<file path="config.mk">
export PLATFORM = sky130hd
export DESIGN_NAME = heq_ctrl
export DESIGN_NICKNAME = d
export VERILOG_FILES = /design/src/rtl/core/heq_pkg.sv /design/src/rtl/core/heq_ctrl.sv
export SDC_FILE = /design/constraint.sdc
export NUM_CORES = 1
export LEC_CHECK = 0
export ABC_AREA = 1
export ABC_CLOCK_PERIOD_IN_PS = 1600
export BUFFER_PORTS_ARGS = -buffer_cell sky130_fd_sc_hd__buf_2
export CAP_MARGIN = 25
export CORE_MARGIN = 2
export CORE_UTILIZATION = 40
export CTS_BUF_LIST = sky130_fd_sc_hd__clkbuf_4 sky130_fd_sc_hd__clkbuf_8
export CTS_CLUSTER_SIZE = 24
export DETAILED_ROUTE_END_ITERATION = 10
export GPL_TIMING_DRIVEN = 0
export PLACE_DENSITY_LB_ADDON = 0.25
export SLEW_MARGIN = 20
export SYNTH_ARGS = -nofsm -noshare
export SYNTH_HDL_FRONTEND = slang
export SYNTH_SLANG_ARGS = --single-unit
</file>
<file path="constraint.sdc">
create_clock -name clk -period 1.6 [get_ports clk]
set_clock_uncertainty 0.2 [all_clocks]
set_input_delay 0 -clock clk [delete_from_list [all_inputs] [get_ports clk]]
set_output_delay 0 -clock clk [all_outputs]
set_load 0.05 [all_outputs]
</file>
<file path="src/rtl/core/heq_pkg.sv">
package heq_pkg;

    localparam int PIX_W        = 8;
    localparam int BINS         = 256;
    localparam int BIN_W        = 8;
    localparam int CFG_W        = 11;
    localparam int CFG_IDX_W    = 2;
    localparam int MAX_SIDE_DEF = 1024;
    localparam int MAP_MUL      = 510;
    localparam int MAP_MUL_W    = 9;
    localparam int Q_W          = 8;
    localparam int STEP_W       = 3;

    localparam logic [CFG_IDX_W-1:0] REG_ROI_WIDTH  = 2'd0;
    localparam logic [CFG_IDX_W-1:0] REG_ROI_HEIGHT = 2'd1;

    typedef struct packed {
        logic             count_en;
        logic             remap_en;
        logic             acc;
        logic             mul;
        logic             div;
        logic             wr_tbl;
        logic [BIN_W-1:0] bin;
    } heq_cmd_t;

    typedef struct packed {
        logic cfg_wr;
        logic count_last;
        logic remap_last;
    } heq_sts_t;

endpackage

</file>
<file path="src/rtl/core/heq_ctrl.sv">
module heq_ctrl
    import heq_pkg::*;
(
    input  logic     clk,
    input  logic     rst_n,
    input  heq_sts_t sts,
    output heq_cmd_t cmd
);

    typedef enum logic [2:0] {
        ST_COUNT,
        ST_DRAIN,
        ST_RD,
        ST_ACC,
        ST_MUL,
        ST_DIV,
        ST_WR,
        ST_REMAP
    } state_t;

    localparam logic [STEP_W-1:0] STEP_LAST = STEP_W'(Q_W - 1);
    localparam logic [BIN_W-1:0]  BIN_LAST  = BIN_W'(BINS - 1);

    state_t            state_reg, state_next;
    logic [BIN_W-1:0]  bin_reg, bin_next;
    logic [STEP_W-1:0] step_reg, step_next;

    always_comb
    begin
        state_next = state_reg;
        bin_next   = bin_reg;
        step_next  = step_reg;
        case (state_reg)
            ST_COUNT:
            begin
                if (sts.count_last)
                begin
                    state_next = ST_DRAIN;
                end
            end
            ST_DRAIN: state_next = ST_RD;
            ST_RD:    state_next = ST_ACC;
            ST_ACC:   state_next = ST_MUL;
            ST_MUL:
            begin
                state_next = ST_DIV;
                step_next  = '0;
            end
            ST_DIV:
            begin
                step_next = step_reg + 1'b1;
                if (step_reg == STEP_LAST)
                begin
                    state_next = ST_WR;
                end
            end
            ST_WR:
            begin
                bin_next = bin_reg + 1'b1;
                if (bin_reg == BIN_LAST)
                begin
                    state_next = ST_REMAP;
                end
                else
                begin
                    state_next = ST_RD;
                end
            end
            ST_REMAP:
            begin
                if (sts.remap_last)
                begin
                    state_next = ST_COUNT;
                end
            end
            default: state_next = ST_COUNT;
        endcase
        if (sts.cfg_wr)
        begin
            state_next = ST_COUNT;
            bin_next   = '0;
            step_next  = '0;
        end
    end

    always_ff @(posedge clk or negedge rst_n)
    begin
        if (!rst_n)
        begin
            state_reg <= ST_COUNT;
            bin_reg   <= '0;
            step_reg  <= '0;
        end
        else
        begin
            state_reg <= state_next;
            bin_reg   <= bin_next;
            step_reg  <= step_next;
        end
    end

    always_comb
    begin
        cmd.count_en = (state_reg == ST_COUNT);
        cmd.remap_en = (state_reg == ST_REMAP);
        cmd.acc      = (state_reg == ST_ACC);
        cmd.mul      = (state_reg == ST_MUL);
        cmd.div      = (state_reg == ST_DIV);
        cmd.wr_tbl   = (state_reg == ST_WR);
        cmd.bin      = bin_reg;
    end

    // bin position is back at zero whenever a region is being counted
    a_bin_idle: assert property (@(posedge clk) disable iff (!rst_n)
        (state_reg == ST_COUNT) |-> (bin_reg == '0))
        else $error("bin index not zero while counting");

    a_div_len: assert property (@(posedge clk) disable iff (!rst_n)
        (state_reg == ST_DIV && step_reg == STEP_LAST)
            |=> (state_reg == ST_WR || state_reg == ST_COUNT))
        else $error("divider ran past its last step");

    a_restart: assert property (@(posedge clk) disable iff (!rst_n)
        sts.remap_last |=> (state_reg == ST_COUNT))
        else $error("no restart after final remapped pixel");

endmodule

</file>
# Yosys cells after proc, flatten, opt, wreduce, memory -nomap -nowiden
# Cells that the tools add are included.
[totals]
reg_bits = 14
output_inout_bits = 14
in_bits = 5
wordCells = 31
[op_classes]
n_reduce_logical = 4
addsub = 2
muxes = 10
eq_ne = 12
[ops]
columns = ["op", "n"]
rows = [
  ["$pmux 3 s8", 1],
  ["$mux 3", 6],
  ["$mux 8", 2],
  ["$eq 3x3->1 const B", 5],
  ["$add 8x1->8 const B", 1],
  ["$eq 8x8->1 const B", 1],
  ["$eq 3x2->1 const B", 2],
  ["$ne 3x3->1 const B", 2],
  ["$pmux 3 s2", 1],
  ["$add 3x1->3 const B", 1],
  ["$eq 3x1->1 const B", 1],
  ["$logic_not 3->1", 1],
  ["$ne 3x2->1 const B", 1],
  ["$reduce_and 3->1", 1],
  ["$reduce_bool 3->1", 1],
  ["$reduce_bool 2->1", 1],
]

# Logic depth before layout (Yosys ltp)
[logic_depth]
ltp_word = 4
mapped_depth = 8
depth_no_buf = 7

# Worst setup path after synthesis
# Ideal clock, no wire load.
[synth_timing]
path_type = "reg-to-reg"
start = "register state_reg[1]"
end = "register state_reg[1]"
setup_time_ps = 123
n_path_buf = 1
arrival_time_ps = 1590
required_time_ps = 1277
stages_incl_launch_ff = 8
path_slack_ps = -313
synth_period_minus_slack_ps = 1913
cell_sequence = "dfrtp_1 -> buf_6 -> inv_2 -> nand2_4 -> nor2_1 -> nand3_1 -> nand2_1 -> o21ai_1"
[synth_lines]
columns = ["item", "line_no", "source"]
rows = [
  ["from (decl)", "heq_ctrl.sv:24", "state_t state_reg, state_next;"],
  ["from (signal assigned)", "heq_ctrl.sv:96", "state_reg <= state_next;"],
]

==> flow_summary.ini <==
[run_status]
status = complete, no violations

[clock_tree]
cts_buffers = 3
cts_tree = built
cts_sinks = 14
clockRootBuffer = clkbuf_4
htreeDepth = 1
clk_pin_slew_ns = 0.09
cts_buffer_depth = 2
insertion_delay_ns = 0.29

[critical_path]
crit_family = buffers and inverters
path_max_fanout = 8
r2r_slack_ns = 0.14
setup.worst_path.end_class = output pin
slowest_stage = dfrtp_1
arrival_ns = 1.30
crit_type = reg -> out
slowest_delay_ns = 0.38
path_buf_inv = 3
crit_chain = buf_6, inv_2, nand2_4, nor2_2, clkbuf_4
start_kind = flip-flop
required_ns = 1.40

[placed_design]
post-place-cells = 170
dp_hpwl_um = 1490
portBuffers = 18
gp_congestion = 0.806
post-place-ws_ns = 0.110

[sta]
setup_slack_ns = 0.0982
rsz0062_at_grt = true
min_period_ns = 1.50
whs_ns = 0.314
finalHoldViolations = 0
slew_headroom_pct = 58.6
clock.fmax_ghz = 0.666
tightest_slew_ns = 0.620
final_max_slew_viol_count = 0
fin_crit_sh_pct = 93.9
setup_tns_ns = 0
setup_violations = 0

[yosys]
synth_warnings = 0
synth_seq_area_share_pct = 37.3
synth_most_common_cell = nand2_1
netlist_instances = 124
async_reset_ff_share_pct = 100
synthDistinctLibCells = 22
synth.largest_area_cell = dfrtp_1
synthTopCellsByArea = dfrtp_1 (37%), nand2_1 (11%), nand3_1 (9.1%)
synth_edf_count = 0
ys_seq_elements = 14
synth_flop_cell = dfrtp_1
synth_commonest_cells = nand2_1 (28), nor2_1 (18), nand3_1 (17)
netlist_area_um2 = 938
avgSynthCellArea_um2 = 7.57
syn-num-nets = 132
synth_top_area_share_pct = 37.3

[route]
drt-total-wl_um = 2060
drtIter0Drc = 17
vias_per_cell = 5.03
drcViolationCount = 0
firstDrtPassIters = 4
antenna_left = 0
num_vias = 905
routedWlPerCell_um = 11.4

[power]
p_leak_nw = 0.595
powerDensity_mw_per_mm2 = 736
ir_worst_vdd_v = 0.000657

[die]
ios = 19
dieArea_mm2 = 0.00275
start_util_pct = 42.4
core_mm2 = 0.00221
row_count = 17
die_w_um = 52.4
die_h_um = 52.4

[layout]
largest_reg_flops = 8
drive_gt1_share_pct = 29.6
finish.utilization_pct = 53.6
fillCellCount = 223
stdcell_count = 180
diodes = 0
syn_to_final_growth_pct = 26.3
nets = 161

[global_routing]
grt_use_met2_pct = 28.1
use_met3_pct = 2.86
grt_max_degree = 15
grt_pass1_wl_um = 3620
grt_overflow = 0
grt_usage_pct = 18.0
grt_most_used_layer = met2
antenna_found_initial = 0
use_met1_pct = 23.3
grt_pass1_vias = 857

[hold_path]
hold_class = in -> reg

[run]
max_cap_violations = 0
worst paths after layout:
kind	from	endpoint	cells after the start
min in group asynchronous	rst_n	state_reg[0]	3
hold / removal	sts[0]	state_reg[1]	5
hold reg to reg	step_reg[2]	step_reg[2]	2
setup / recovery	state_reg[1]	cmd[9]	5
setup reg to reg	step_reg[0]	state_reg[0]	6
max in group asynchronous	rst_n	bin_reg[0]	3
what timing repair did:
| action | CTS | global route |
|---|---|---|
| resized for setup | 0 | 4 |
| hold buffers | 5 | 0 |
| setup buffers | 0 | 1 |
| endpoints found under the setup margin | 0 | 4 |
| hold endpoints to repair | 23 | 0 |
where the power goes:
| group | total (mW) | internal (mW) | switching, mW |
|---|---|---|---|
| Sequential | 0.381 | 0.371 | 0.00954 |
| Combinational | 0.230 | 0.0846 | 0.146 |
| Clock | 0.261 | 0.139 | 0.122 |
worst register-to-register path, cell delays in order, from the launching register on:
cell and delay [ns]:
dfrtp_1 0.39, ha_1 0.20, ha_2 0.19, nor3_4 0.18
nor2_1 0.07, nand3_1 0.07, nand2_1 0.05
logic make-up after synthesis:
group | count (synthesis) | synth area share [%]
AND/OR/NAND/NOR | 75 | 40.4
buffers and inverters | 19 | 10.9
AO/OA/AOI/OAI | 13 | 7.33
adder cells (fa/ha/maj) | 3 | 4.00
flip-flops | 14 | 37.3
through the flow:
stage               total power [mW]  area (um^2)
finish                         0.872         1180
floorplan                      0.550          952
global placement               0.590         1080
CTS                            0.864         1160
detailed placement             0.593         1080
global route                   0.925         1180
cell type report:
class	count	area (um^2)	share of cell area (%)
buffer	4	38.8	3.27
multi-input combinational	91	505	42.7
tap	28	35.0	2.96
inverter	15	63.8	5.39
sequential	14	353	29.8
clock buffer	4	36.3	3.06
timing repair buffer	24	153	12.9
routing by layer:
layer / share of wire (%) / vias up
li1: - / 461
met1: 46 / 426
met2: 50 / 14
met3: 2.7 / 4
met4: 1.8 / 0
met5: 0 / -
placed cells by master, fill, tap and decap left out, types with 3 or more instances in the layout:
| cell | netlist | layout |
|---|---|---|
| nor2_2 | 2 | 4 |
| nor3_4 | 1 | 3 |
| clkbuf_4 | 0 | 5 |
| dlygate4sd3_1 | 0 | 5 |
| dfrtp_1 | 14 | 12 |
| nor2_1 | 18 | 16 |
| inv_1 | 12 | 12 |
| o21ai_0 | 4 | 4 |
| buf_2 | 1 | 17 |
| nand2_1 | 28 | 28 |
| nand3_1 | 17 | 17 |
| a21oi_1 | 6 | 6 |
| buf_6 | 3 | 3 |
(Power assumes the default switching activity.)
